## config.mk

```make
export PLATFORM = sky130hd
export DESIGN_NAME = fclf_ctrl
export DESIGN_NICKNAME = d
export VERILOG_FILES = /design/src/sv/assert_macros.svh /design/src/sv/fclf_pkg.sv /design/src/sv/fclf_ctrl.sv
export SDC_FILE = /design/constraint.sdc
export NUM_CORES = 1
export LEC_CHECK = 0
export BUFFER_PORTS_ARGS = -buffer_cell sky130_fd_sc_hd__buf_2
export CELL_PAD_IN_SITES_DETAIL_PLACEMENT = 0
export CELL_PAD_IN_SITES_GLOBAL_PLACEMENT = 1
export CORE_ASPECT_RATIO = 0.7
export CORE_MARGIN = 2
export CORE_UTILIZATION = 43
export DETAILED_ROUTE_END_ITERATION = 10
export HOLD_SLACK_MARGIN = 0.03
export PLACE_DENSITY = 0.81
export SLEW_MARGIN = 0
export SYNTH_ARGS = -nofsm -noshare
export SYNTH_HDL_FRONTEND = slang
export SYNTH_SLANG_ARGS = --single-unit
```

## constraint.sdc

```tcl
create_clock -name clk -period 4.4 [get_ports clk]
set_input_delay 0.22 -clock clk [delete_from_list [all_inputs] [get_ports clk]]
set_output_delay 0.22 -clock clk [all_outputs]
set_load 0.05 [all_outputs]
```

## src/sv/assert_macros.svh

```systemverilog
// Assertion macros used inside the top-level file of the fully connected layer.
`ifndef ASSERT_MACROS_SVH
`define ASSERT_MACROS_SVH

// Property sampled on the rising clock edge, switched off while reset is held.
`define FCLF_ASSERT(label, prop, msg) \
  label: assert property (@(posedge clk) disable iff (!rst_n) prop) else $error(msg);

// Consequent checked in the cycle after the antecedent.
`define FCLF_ASSERT_NEXT(label, ante, cons, msg) \
  `FCLF_ASSERT(label, (ante) |=> (cons), msg)

// Consequent checked in the same cycle as the antecedent.
`define FCLF_ASSERT_SAME(label, ante, cons, msg) \
  `FCLF_ASSERT(label, (ante) |-> (cons), msg)

`endif

```

## src/sv/fclf_pkg.sv

```systemverilog
// Shared types and constants of the fully connected layer engine.
`timescale 1ns / 1ps
`default_nettype none

package fclf_pkg;

  localparam int ACC_W      = 48;
  localparam int MODE_W     = 2;
  localparam int INDEX_W    = 8;
  localparam int SAMPLE_W   = 16;
  localparam int OUT_ROW_W  = 6;
  localparam int OUT_COL_W  = 2;
  localparam int CFG_IDX_W  = 1;
  localparam int CFG_DATA_W = 9;
  localparam int IN_CNT_W   = 9;
  localparam int OUT_CNT_W  = 7;

  localparam logic [MODE_W-1:0] MODE_LOAD_WEIGHT = 2'd0;
  localparam logic [MODE_W-1:0] MODE_LOAD_INPUT  = 2'd1;
  localparam logic [MODE_W-1:0] MODE_RUN         = 2'd2;

  localparam logic [CFG_IDX_W-1:0] CFG_INPUT_COUNT  = 1'b0;
  localparam logic [CFG_IDX_W-1:0] CFG_OUTPUT_COUNT = 1'b1;

  localparam logic [IN_CNT_W-1:0]  IN_CNT_RESET  = 9'd256;
  localparam logic [OUT_CNT_W-1:0] OUT_CNT_RESET = 7'd64;

  localparam logic signed [ACC_W-1:0] ACC_MAX = 48'sh7FFF_FFFF_FFFF;
  localparam logic signed [ACC_W-1:0] ACC_MIN = 48'sh8000_0000_0000;

  // Commands from the controller to the datapath.
  typedef struct packed {
    logic wr_weight;
    logic wr_input;
    logic start;
    logic issue;
    logic first;
    logic last_m;
    logic push;
    logic last_row;
  } fclf_cmd_t;

  // Status from the datapath back to the controller.
  typedef struct packed {
    logic acc_done;
    logic out_free;
  } fclf_status_t;

endpackage

`default_nettype wire

```

## src/sv/fclf_ctrl.sv

```systemverilog
// Controller: configuration registers, request decode and the row/element sequencer.
`timescale 1ns / 1ps
`default_nettype none

module fclf_ctrl #(
  parameter int IN_MAX   = 256,
  parameter int OUT_MAX  = 64,
  parameter int COLS_MAX = 4,
  parameter int M_W      = 8,
  parameter int R_W      = 6
) (
  input  logic                                clk,
  input  logic                                rst_n,
  input  logic                                in_valid,
  output logic                                in_ready,
  input  logic [fclf_pkg::MODE_W-1:0]         in_mode,
  input  logic [fclf_pkg::INDEX_W-1:0]        in_row,
  input  logic [fclf_pkg::INDEX_W-1:0]        in_col,
  input  logic                                cfg_we,
  input  logic [fclf_pkg::CFG_IDX_W-1:0]      cfg_index,
  input  logic [fclf_pkg::CFG_DATA_W-1:0]     cfg_wdata,
  output fclf_pkg::fclf_cmd_t                 cmd,
  output logic [R_W-1:0]                      row,
  output logic [M_W-1:0]                      m_idx,
  input  fclf_pkg::fclf_status_t              status
);

  localparam logic [1:0] ST_IDLE  = 2'd0;
  localparam logic [1:0] ST_ISSUE = 2'd1;
  localparam logic [1:0] ST_DRAIN = 2'd2;
  localparam logic [1:0] ST_PUSH  = 2'd3;

  logic [1:0]                       state_r, state_nxt;
  logic [R_W-1:0]                   row_r, row_nxt;
  logic [R_W-1:0]                   row_last_r, row_last_nxt;
  logic [M_W-1:0]                   m_r, m_nxt;
  logic [M_W-1:0]                   m_last_r, m_last_nxt;
  logic [fclf_pkg::IN_CNT_W-1:0]    input_count_r;
  logic [fclf_pkg::OUT_CNT_W-1:0]   output_count_r;
  logic                             accept;
  int                               n_in;
  int                               n_out;

  always_ff @(posedge clk) begin
    if (!rst_n) begin
      input_count_r  <= fclf_pkg::IN_CNT_RESET;
      output_count_r <= fclf_pkg::OUT_CNT_RESET;
    end else if (cfg_we) begin
      unique case (cfg_index)
        fclf_pkg::CFG_INPUT_COUNT:  input_count_r  <= cfg_wdata;
        fclf_pkg::CFG_OUTPUT_COUNT: output_count_r <= cfg_wdata[fclf_pkg::OUT_CNT_W-1:0];
      endcase
    end
  end

  // Counts are clamped to the sizes the stores can hold.
  always_comb begin
    n_in  = int'(input_count_r);
    n_out = int'(output_count_r);
    if (n_in < 1) n_in = 1;
    if (n_in > IN_MAX) n_in = IN_MAX;
    if (n_out < 1) n_out = 1;
    if (n_out > OUT_MAX) n_out = OUT_MAX;
  end

  assign in_ready = (state_r == ST_IDLE);
  assign accept   = in_valid && in_ready;
  assign row      = row_r;
  assign m_idx    = m_r;

  always_comb begin
    state_nxt    = state_r;
    row_nxt      = row_r;
    row_last_nxt = row_last_r;
    m_nxt        = m_r;
    m_last_nxt   = m_last_r;
    cmd          = '0;
    cmd.first    = (m_r == '0);
    cmd.last_m   = (m_r == m_last_r);
    cmd.last_row = (row_r == row_last_r);
    unique case (state_r)
      ST_IDLE: begin
        if (accept) begin
          unique case (in_mode)
            fclf_pkg::MODE_LOAD_WEIGHT: begin
              cmd.wr_weight = (int'(in_row) < OUT_MAX) && (int'(in_col) < IN_MAX);
            end
            fclf_pkg::MODE_LOAD_INPUT: begin
              cmd.wr_input = (int'(in_row) < IN_MAX) && (int'(in_col) < COLS_MAX);
            end
            fclf_pkg::MODE_RUN: begin
              if (int'(in_col) < COLS_MAX) begin
                cmd.start    = 1'b1;
                row_nxt      = '0;
                m_nxt        = '0;
                m_last_nxt   = M_W'(n_in - 1);
                row_last_nxt = R_W'(n_out - 1);
                state_nxt    = ST_ISSUE;
              end
            end
            default: begin
            end
          endcase
        end
      end
      ST_ISSUE: begin
        cmd.issue = 1'b1;
        if (m_r == m_last_r) begin
          state_nxt = ST_DRAIN;
        end else begin
          m_nxt = m_r + 1'b1;
        end
      end
      ST_DRAIN: begin
        if (status.acc_done) begin
          state_nxt = ST_PUSH;
        end
      end
      ST_PUSH: begin
        if (status.out_free) begin
          cmd.push = 1'b1;
          if (row_r == row_last_r) begin
            state_nxt = ST_IDLE;
          end else begin
            row_nxt   = row_r + 1'b1;
            m_nxt     = '0;
            state_nxt = ST_ISSUE;
          end
        end
      end
    endcase
  end

  always_ff @(posedge clk) begin
    if (!rst_n) begin
      state_r    <= ST_IDLE;
      row_r      <= '0;
      row_last_r <= '0;
      m_r        <= '0;
      m_last_r   <= '0;
    end else begin
      state_r    <= state_nxt;
      row_r      <= row_nxt;
      row_last_r <= row_last_nxt;
      m_r        <= m_nxt;
      m_last_r   <= m_last_nxt;
    end
  end

endmodule

`default_nettype wire

```

Word level (Yosys, flattened, before mapping)
Index checks and enable logic that the tools add are counted.
{ "classes": {"mux": 34, "multipliers": 0, "n_reduce_logical": 12, "n_eq_ne": 15, "n_shift": 0, "n_addsub": 4, "n_lt_le_gt_ge": 6, "bitwise_logic": 1, "n_div": 0} }
{ "op_table": {"columns": ["operator", "count"], "rows": [
  ["two-way mux 8 bit", 7],
  ["two-way mux 6 bit", 6],
  ["case mux 8 bit (3 select lines)", 1],
  ["two-way mux 2 bit", 6],
  ["case mux 6 bit (2 select lines)", 1],
  ["AND reduction 6 bit", 2],
  ["inequality test 2 bit, second input constant", 5],
  ["> comparator 9 bit, second input constant", 1],
  ["less-than comparator 9 x 1 -> 1 bit, second input constant", 1],
  ["two-way mux 9 bit", 1],
  ["adder 8 x 1 -> 8 bit, second input constant", 1],
  ["equality test 8 bit", 1],
  ["zero test 8 bit", 1],
  ["less-than comparator 8 x 3 -> 1 bit, second input constant", 1],
  ["less-than comparator 8 x 7 -> 1 bit, second input constant", 1],
  ["two-way mux 1 bit", 8],
  ["case mux 2 bit (4 select lines)", 1],
  ["subtractor 8 x 2 -> 8 bit, second input constant", 1],
  ["> comparator 7 bit, second input constant", 1],
  ["less-than comparator 7 x 1 -> 1 bit, second input constant", 1],
  ["two-way mux 7 bit", 1],
  ["AND reduction 7 bit", 1],
  ["adder 6 x 1 -> 6 bit, second input constant", 1],
  ["equality test 2 bit, second input constant", 3],
  ["12 further kinds", 18]
]} }
{ "totals": {"n_memories": 0, "ramBits": 0, "rom_bits": 0, "ff_bits": 46, "latchBits": 0, "in_bits": 34} }

Longest topological paths before layout
Gate-level depths: netlist of run 1.
{ "depth": {"word_depth": 5, "depth_mapped": 9} }

Worst setup path before layout of run 1
No wires, ideal clock.
{ "synth_path": {"kind": "flip-flop to output port", "startpoint": "register state_r[0]", "endpoint": "output port cmd[7] (netlist name)", "stages_incl_launch_ff": 6, "setup_slack_ns": 1.314, "arrival_time_ns": 2.866, "cell_sequence": "dfxtp_1 > inv_1 > ha_1 > nand2_1 > nor2_1 > nor4b_1"} }
{ "synth_lines": {"columns": ["element", "line_no", "rtl"], "rows": [
  ["start, declared", "fclf_ctrl.sv:33", "logic [1:0] state_r, state_nxt;"],
  ["start signal, assigned", "fclf_ctrl.sv:142", "state_r <= state_nxt;"],
  ["end, declared", "fclf_ctrl.sv:22", "output fclf_pkg::fclf_cmd_t cmd,"]
]} }

Worst setup path after layout of run 1
{ "layout_path": {"startpoint": "register row_r[2] (netlist: row[2])", "endpoint": "register row_r[1] (netlist: row[1])"} }
{ "layout_between": {"elab_chain_len": 3} }
{ "layout_lines": {"columns": ["element", "line_no", "rtl"], "rows": [
  ["start, declared", "fclf_ctrl.sv:34", "logic [R_W-1:0] row_r, row_nxt;"],
  ["start signal, assigned", "fclf_ctrl.sv:143", "row_r <= row_nxt;"],
  ["equality test 6 bit", "fclf_ctrl.sv:122", "if (row_r == row_last_r) begin"],
  ["inequality test 2 bit (no source line)", null, null],
  ["AND reduction 6 bit (no source line)", null, null]
]} }
Every way passes these cells.
A chain may end at the register's enable or synchronous reset.

==> results.txt, run 1 <==
The static leakage power came out at 1.19 nW. The worst setup path is captured at a register. The effective utilization at floorplan is roughly 44%. The number of slew-limit violations in the final report came out at 0. The DRC violations left came out at 0. The number of nets in the final layout is 381. The via-per-instance ratio is 5.34.

The number of buffer and inverter instances along the worst setup path came out at 0. Summed over all layers, the routed wires come to 5530 um. After the first detailed-routing iteration, the DRC count stood at 118. The worst pin sits at a relative slew slack of between 20% and 30%. Leaving out fill and tap cells, the most frequent cells in the layout are sky130_fd_sc_hd__buf_2 (48), sky130_fd_sc_hd__dfxtp_1 (46), sky130_fd_sc_hd__nand2_1 (37), sky130_fd_sc_hd__xnor2_1 (21), sky130_fd_sc_hd__nor2_1 (19). Ranked by total cell area, the synthesized netlist is headed by sky130_fd_sc_hd__dfxtp_1 (37%), sky130_fd_sc_hd__xnor2_1 (7.4%), sky130_fd_sc_hd__nand2_1 (5.6%), sky130_fd_sc_hd__a21boi_0 (4.5%), sky130_fd_sc_hd__ha_1 (4.5%). The worst path needs 2.50 ns of the cycle, external delays included. The vertical die dimension is between 60 and 70 um. The final worst clock skew is roughly 0.0091 ns. The hold-critical path depth is 3. After layout, the worst path uses 56.7% of the clock period.

The dominant delay contributor by cell family on the critical path is simple AND/OR/NAND/NOR gates. The insertion delay of the later-clocked pin in the worst-skew pair came out at 0.29 ns. The final weighted congestion of routability-driven global placement is between 0.8 and 0.9. The vias after detailed routing is 2,204.

The netlist area before placement is around 2500 sq um. For the pin with the worst max-slew slack, the measured transition is 1.13 ns. After layout, the worst setup slack is 1.90 ns. The clock tree root buffer cell is sky130_fd_sc_hd__clkbuf_8.

A synthesized cell averages 8.42 sq um. The first-pass GRT wire length came out at around 9000 um. The required time at the worst-slack endpoint is around 4.6 ns. The depth of the most critical reg-to-reg path is 6.

The number of search-and-repair iterations in the first detailed-routing pass came out at 4. The final antenna diode count is 0. The flow ran to the end, and the final reports show no timing, DRC or antenna violations. TritonCTS created 5 clock buffers. The final global-route overflow total came out at 0. The largest total area in the synthesized netlist belongs to sky130_fd_sc_hd__dfxtp_1. The pre-CTS setup slack is 1.96 ns. The part of the Yosys area used for sequential elements came out at 37.1%. The number of setup buffers added after CTS is 0.

The initial antenna violation count came out at 0. The synthesized netlist net count is 338. The min-delay analysis places its worst path in the category in2reg. The HPWL after detailed placement is 4170 um.

The core region area came out at 5640 sq um. The floorplan die area came out at around 6400 sq um. The worst ir drop on vdd is 0.196 mV. The maximum number of pins on one net before global-route repair is 37. The number of antenna-violating nets in the routed design came out at 0. Clock tree synthesis found a total of 46 sinks.

The total negative slack for setup checks is 0 ns. Walking the worst path, the cells encountered are xor2_1, nor4_1, nor4b_2, nor3_1, mux2i_1, nor2_1. The count of cell instances traversed by the critical path came out at 6. From left edge to right edge, the die measures 94.9 um.

The highest net fanout along the worst path is 12. The number of instances in the synthesized netlist came out at 295. At the worst endpoint, the arrival time is 2.65 ns.

For this design the ratio of total power to cell area is 302 nW/um^2. The mean routed wirelength per cell is 13.4 um. The cell with the largest stage delay on the worst path is sky130_fd_sc_hd__nor4b_2.

The critical setup path kind is reg2reg. During I/O placement, the number of pins put on the boundary was 57. Gates resized during post-CTS repair numbered 0. Static timing analysis puts the maximum clock frequency at 0.401 GHz. The clock-pin slew on the worst setup and hold paths came out at about 0.080 ns.

The post-route netlist has 18.6% of its cells at a drive strength greater than 1. The library cell used most frequently in the layout, excluding fill and tap cells, is sky130_fd_sc_hd__buf_2. The total chip power is 0.000864 W. Setup repair after global routing left no endpoint under its margin. The hold violation total from the final report is 0. The critical path's largest stage delay came out at 0.97 ns. Max-cap violations in this run came to 0.

The number of port buffers is 48. The post-synthesis to final-layout area growth came out at 15.0%. The number of warning messages in the yosys log is 0. The number of global-route vias before repair was between 1,500 and 2,000.

The number of setup violations in the final report is 0. The critical path launch point type is a register. The fraction of post-synthesis cell area in the top cell type by area is between 30% and 40%.

The synthesis-stage register bit count is 46. The total global-route track usage came out at 18.0%. The number of hold buffers added after cts came out at 0. The total number of H-tree levels is 2. The maximum clock insertion buffer count came out at 2. The standard-cell row count is 23. TritonCTS built the clock tree. The number of library cell types mapped by synthesis came out at between 40 and 50.
==> state kept, by name (all words and copies together), names as in the netlist <==
name / cells
input_count_r: 9
m_idx: 8
m_last_r: 8
output_count_r: 7
row: 6
row_last_r: 6
state_r: 2
==> layout make-up <==
type,instances,area (sq um)
clock buffers,7,76.3
fillers,581,2780
inverters,9,33.8
multi-input cells,227,1490
flip-flops and latches,46,921
well taps,75,93.8
repair buffers,49,248
==> metrics by stage <==
stage | utilization, % | hold slack [ns] | std cells | cell area (sq um)
finish | 50.7 | 0.141 | 413 | 2860
global route | 50.7 | 0.172 | 413 | 2860
CTS | 50.7 | 0.141 | 413 | 2860
detailed placement | 49.3 | 0.444 | 406 | 2780
global placement | 49.3 | 0.434 | 406 | 2780
floorplan | - | 0.344 | 295 | 2480
==> power by group <==
group | leakage (nW) | switching [W] | internal (W) | total (W)
Sequential | 0.373 | 0.0000163 | 0.000428 | 0.000444
Combinational | 0.779 | 0.000115 | 0.0000637 | 0.000179
Clock | 0.0383 | 0.000131 | 0.000110 | 0.000241
Total | 1.19 | 0.000263 | 0.000601 | 0.000864
==> routing by layer <==
layer,track usage [%],vias up,part of all wire [%]
li1,-,1132,-
met1,26.3,1036,53
met2,27.6,32,43
met3,3.68,4,3.3
met4,3.26,0,0.45
met5,0,-,0
==> cells by family (layout without fill, tap and decap cells) <==
logic type                 Yosys count  count (layout)  synth area share (%)
xor gates and xnor gates            28              28                  9.87
and+or+nand+nor                    125             125                  26.4
buffers and inverters               22              65                  3.42
AOI/OAI and AO/OA                   62              62                  17.5
DFF                                 46              46                  37.1
adders and majority gates            9               9                  4.53
muxes                                3               3                  1.21
==> path summary, 6_finish.rpt <==
| kind | from | end | slack, ns |
|---|---|---|---|
| max reg2reg | row[2] | row[1] | 1.90 |
| max | row[2] | row[1] | 1.90 |
| min | cfg_wdata[8] | input_count_r[8] | 0.14 |
| min reg2reg | input_count_r[7] | input_count_r[7] | 0.48 |
==> Yosys cell counts, drive strengths merged <==
library cell and n:
dfxtp 46, nand2 37, xnor2 21, nor2 19, nand3 18, o21ai 17, a21boi 15, clkbuf 11
nor4 10, ha 9, inv 9, a21oi 7, nor2b 7, xor2 7, nor3 6, nor4b 5
a31oi 4, o211a 4, or3 4, mux2i 3, nand2b 3, nand4 3, o31ai 3, o41ai 3
or2 3, and3 2, buf 2, nand3b 2, nor3b 2, o211ai 2, o21bai 2, a41oi 1
and2 1, and4 1, o21a 1, o221a 1, o221ai 1, o311a 1, or4 1, or4b 1
==> tightest hold or removal path, cell delays in order <==
cell	delay, ns
sky130_fd_sc_hd__buf_2	0.08
sky130_fd_sc_hd__nand2_1	0.04
sky130_fd_sc_hd__nand3_1	0.06
Power figures use the tool's default switching activity.
==> inputs of run 2 (changes only) <==
--- a/config.mk
+++ b/config.mk
@@ -10,10 +10,10 @@
 export CELL_PAD_IN_SITES_GLOBAL_PLACEMENT = 1
 export CORE_ASPECT_RATIO = 0.7
 export CORE_MARGIN = 2
-export CORE_UTILIZATION = 43
+export CORE_UTILIZATION = 36
 export DETAILED_ROUTE_END_ITERATION = 10
 export HOLD_SLACK_MARGIN = 0.03
-export PLACE_DENSITY = 0.81
+export PLACE_DENSITY = 0.72
 export SLEW_MARGIN = 0
 export SYNTH_ARGS = -nofsm -noshare
 export SYNTH_HDL_FRONTEND = slang
==> constraint.sdc (replaced) <==
create_clock -name clk -period 2.06 [get_ports clk]
set_input_delay 0.103 -clock clk [delete_from_list [all_inputs] [get_ports clk]]
set_output_delay 0.103 -clock clk [all_outputs]
set_load 0.05 [all_outputs]
==> run 2 against run 1 <==
Effect of this change: register-to-register slack worse by 1.9 ns; combinational power grew to 2.5 times the previous value; highest routed layer unchanged; final cell count is 11% higher; first-iteration DRC count is 37% lower; sequential share of layout area is 2.7 points lower; largest cell class unchanged; maximum frequency is 24% higher; setup slack worse by 1.9 ns.
==> results.txt, run 2 (same netlist as run 1, synthesis figures left out) <==
The run finished with clean final reports. The required time at the worst-slack endpoint is 2.30 ns (-2.25 ns). The first-pass GRT wire length is 10,100 um (+12%). The global routing met3 resource utilization is 3.52% (-0.16 points). The via-per-instance ratio was 4.99 (-6.5%). The hold-critical path depth came to 3 (unchanged). STA classifies the critical path endpoint as a register. The final global-route overflow total is 0 (unchanged).

The mean routed wirelength per cell is 13.0 um (-2.8%). The number of nets in the final layout is 406 (+6.6%). The number of buffer and inverter instances along the worst setup path came out at 0 (unchanged).

The overall die width came out at 103 um (+8.9%). The number of global-route vias before repair came to 2,103 (+8.5%). The number of port buffers is 48 (unchanged). The worst-case hold slack is 0.0633 ns (-0.0779 ns). The floorplan die area came to 7590 sq um (+18%). The initial DRC count came out at 74 (-37%).

The post-synthesis to final-layout area growth is 28.2%. The top cell types in the final layout, fill and taps aside, are sky130_fd_sc_hd__buf_2 (47), sky130_fd_sc_hd__nand2_1 (37), sky130_fd_sc_hd__dfxtp_1 (34), sky130_fd_sc_hd__buf_4 (25), sky130_fd_sc_hd__xnor2_1 (21). The insertion delay of the later-clocked pin in the worst-skew pair is 0.30 ns (about the same).

The number of flip-flops in the largest register came out at 9 (unchanged). The number of setup violations in the final report came out at 0 (unchanged). The count of cell instances traversed by the critical path came out at 9 (+3).

More flip-flops sit in one register than any other, and that register is input_count_r. The power density over the cells was 622 nW/um^2 (+110%). On the critical path the largest part of the delay comes from simple AND/OR/NAND/NOR gates. The multi-input gate area in the final layout is 1560 sq um (+5.0%). The critical path in this run is classified as reg2reg. The post-route minimum period came out at 2.01 ns (-0.485 ns). The number of slew-limit violations in the final report came out at 0 (unchanged). The initial antenna violation count came to 0 (unchanged). The met1 demand-to-capacity share in global routing is 25.1% (-1.2 points). The total number of H-tree levels is 2 (unchanged). The worst slew margin relative to its limit came out at 62.1% (+37 points). The total negative slack for setup checks is 0 ns (unchanged).

The maximum clock insertion buffer count came out at 2 (unchanged). The final worst clock skew is 0.00582 ns (-0.00323 ns). The maximum number of pins on one net before global-route repair came out at 27 (-27%). The vias after detailed routing was 2,285 (+3.7%). The fraction of layout instances using a drive strength above 1 is 30.8% (+12 points). The arrival time at the worst endpoint is 2.25 ns (-0.40 ns). The post-route standard cell area excluding fillers came to 3190 sq um (+12%). The highest clock rate came out at 0.497 GHz (+24%). The core region area came out at 6730 sq um (+19%). The critical path's largest stage delay is 0.53 ns (-0.44 ns). Leaving out fill and tap cells, the most frequent cell in the layout is sky130_fd_sc_hd__buf_2. The hold violation total from the final report came out at 0 (unchanged). The DRC violations left is 0 (unchanged). The CTS buffer count came to 5 (unchanged). The vertical die dimension is 73.5 um (+8.7%). The worst ir drop on vdd was 0.333 mV (+70%). The worst setup path is launched from a register. The worst hold path belongs to the class in2reg. The HPWL after detailed placement is 4660 um (+12%). Setup repair after global routing could not meet its margin everywhere. The period utilization came out at 97.6% (+41 points). The clock-pin slew on the worst setup and hold paths is 0.09 ns (about the same). Clock tree synthesis selected as its root buffer the cell sky130_fd_sc_hd__clkbuf_8. The slowest stage of the critical path is the sky130_fd_sc_hd__or4_4 cell. The clock tree from TritonCTS is done.

The met2 demand-to-capacity share in global routing is 25.2% (-2.4 points). The reported max-cap violation count is 0 (unchanged). The final weighted congestion of routability-driven global placement is 0.771 (-4.0%).

The number of top-level pins came out at 57 (unchanged). The final-layout fill cell count is 687 (+18%). The storage element area came out at 941 sq um (+2.2%).

The pre-CTS setup slack came out at -0.0519 ns (-2.02 ns). Traced cell by cell, the critical path runs through or4_4, or2_4, nor3_2, o21bai_1, ha_2, nand3_2, o21a_1, o221ai_1, a21boi_1. The number of antenna-violating nets in the routed design came to 0 (unchanged). The TritonCTS sink count came to 46 (unchanged).

The final routed wirelength across all metal layers came out at 5960 um (+7.8%). The effective utilization at floorplan is 36.9% (-7.1 points). The smallest setup slack after layout was 0.0487 ns (-1.85 ns). The standard-cell row count is 25 (+8.7%). The final antenna diode count is 0 (unchanged). The total global-route track usage came out at 17.0% (-0.96 points). The placed standard-cell area is 3040 sq um (+9.4%). The layer flagged by global routing as most heavily used is met2. The highest net fanout along the worst path came out at 6 (-6). The static leakage power is 1.36 nW (+14%). The number of search-and-repair iterations in the first detailed-routing pass is 4 (unchanged). The depth of the most critical reg-to-reg path came out at 9 (+3). The transition time at the pin with the least slew margin is 0.567 ns (-0.559 ns).
==> run 2: cell count changes in the layout (fill, tap and decap cells not counted), sizes merged <==
cell,change
dlygate4sd3,+1
buf,+24
clkinv,+1
==> run 2: final cells by class <==
cell class,instances,share of cell area (%)
inverter,9,1.06
timing repair buffer,74,13.9
sequential,46,29.5
multi-input combinational,227,48.9
clock buffer,7,2.71
tap,94,3.69
clock inverter,1,0.157
==> run 2: tightest hold or removal path, stage by stage <==
cell and delay, ns:
sky130_fd_sc_hd__buf_2 0.11, sky130_fd_sc_hd__nand2_1 0.05, sky130_fd_sc_hd__a21boi_0 0.06
==> run 2: routing by layer <==
metal / vias up / share of wire (%)
li1: 1181 / -
met3: 7 / 2.5
met5: - / 0
met2: 23 / 44
met4: 0 / 0.96
met1: 1074 / 53
==> run 2: report_power, final <==
group          leakage [nW]  internal, W  switching, W
sequential            0.379     0.000914     0.0000306
combinational         0.932     0.000189      0.000266
clock                0.0482     0.000271      0.000310
total                  1.36      0.00137      0.000606
==> run 2: timing repair <==
item	4_1_cts	5_1_grt
hold buffers	1	0
setup buffers	0	1
endpoints found under the setup margin	3	17
endpoints found under the hold margin	1	0
resized for setup	3	10
pin swaps	2	1
==> run 2: per-stage QoR <==
stage,power [W],util (%),std cells
global placement,0.00141,45.2,448
detailed placement,0.00141,45.2,448
floorplan,0.00127,-,295
global route,0.00209,47.4,458
finish,0.00198,47.4,458
CTS,0.00199,46.8,457
==> run 2: path summary, 6_finish.rpt <==
| kind | to | startpoint | slack [ns] |
|---|---|---|---|
| worst min register to register | output_count_r[3] | output_count_r[3] | 0.48 |
| worst max register to register | m_last_r[6] | input_count_r[3] | 0.05 |
| worst min-delay path | input_count_r[6] | cfg_wdata[6] | 0.06 |
| worst max-delay path | m_last_r[6] | input_count_r[3] | 0.05 |
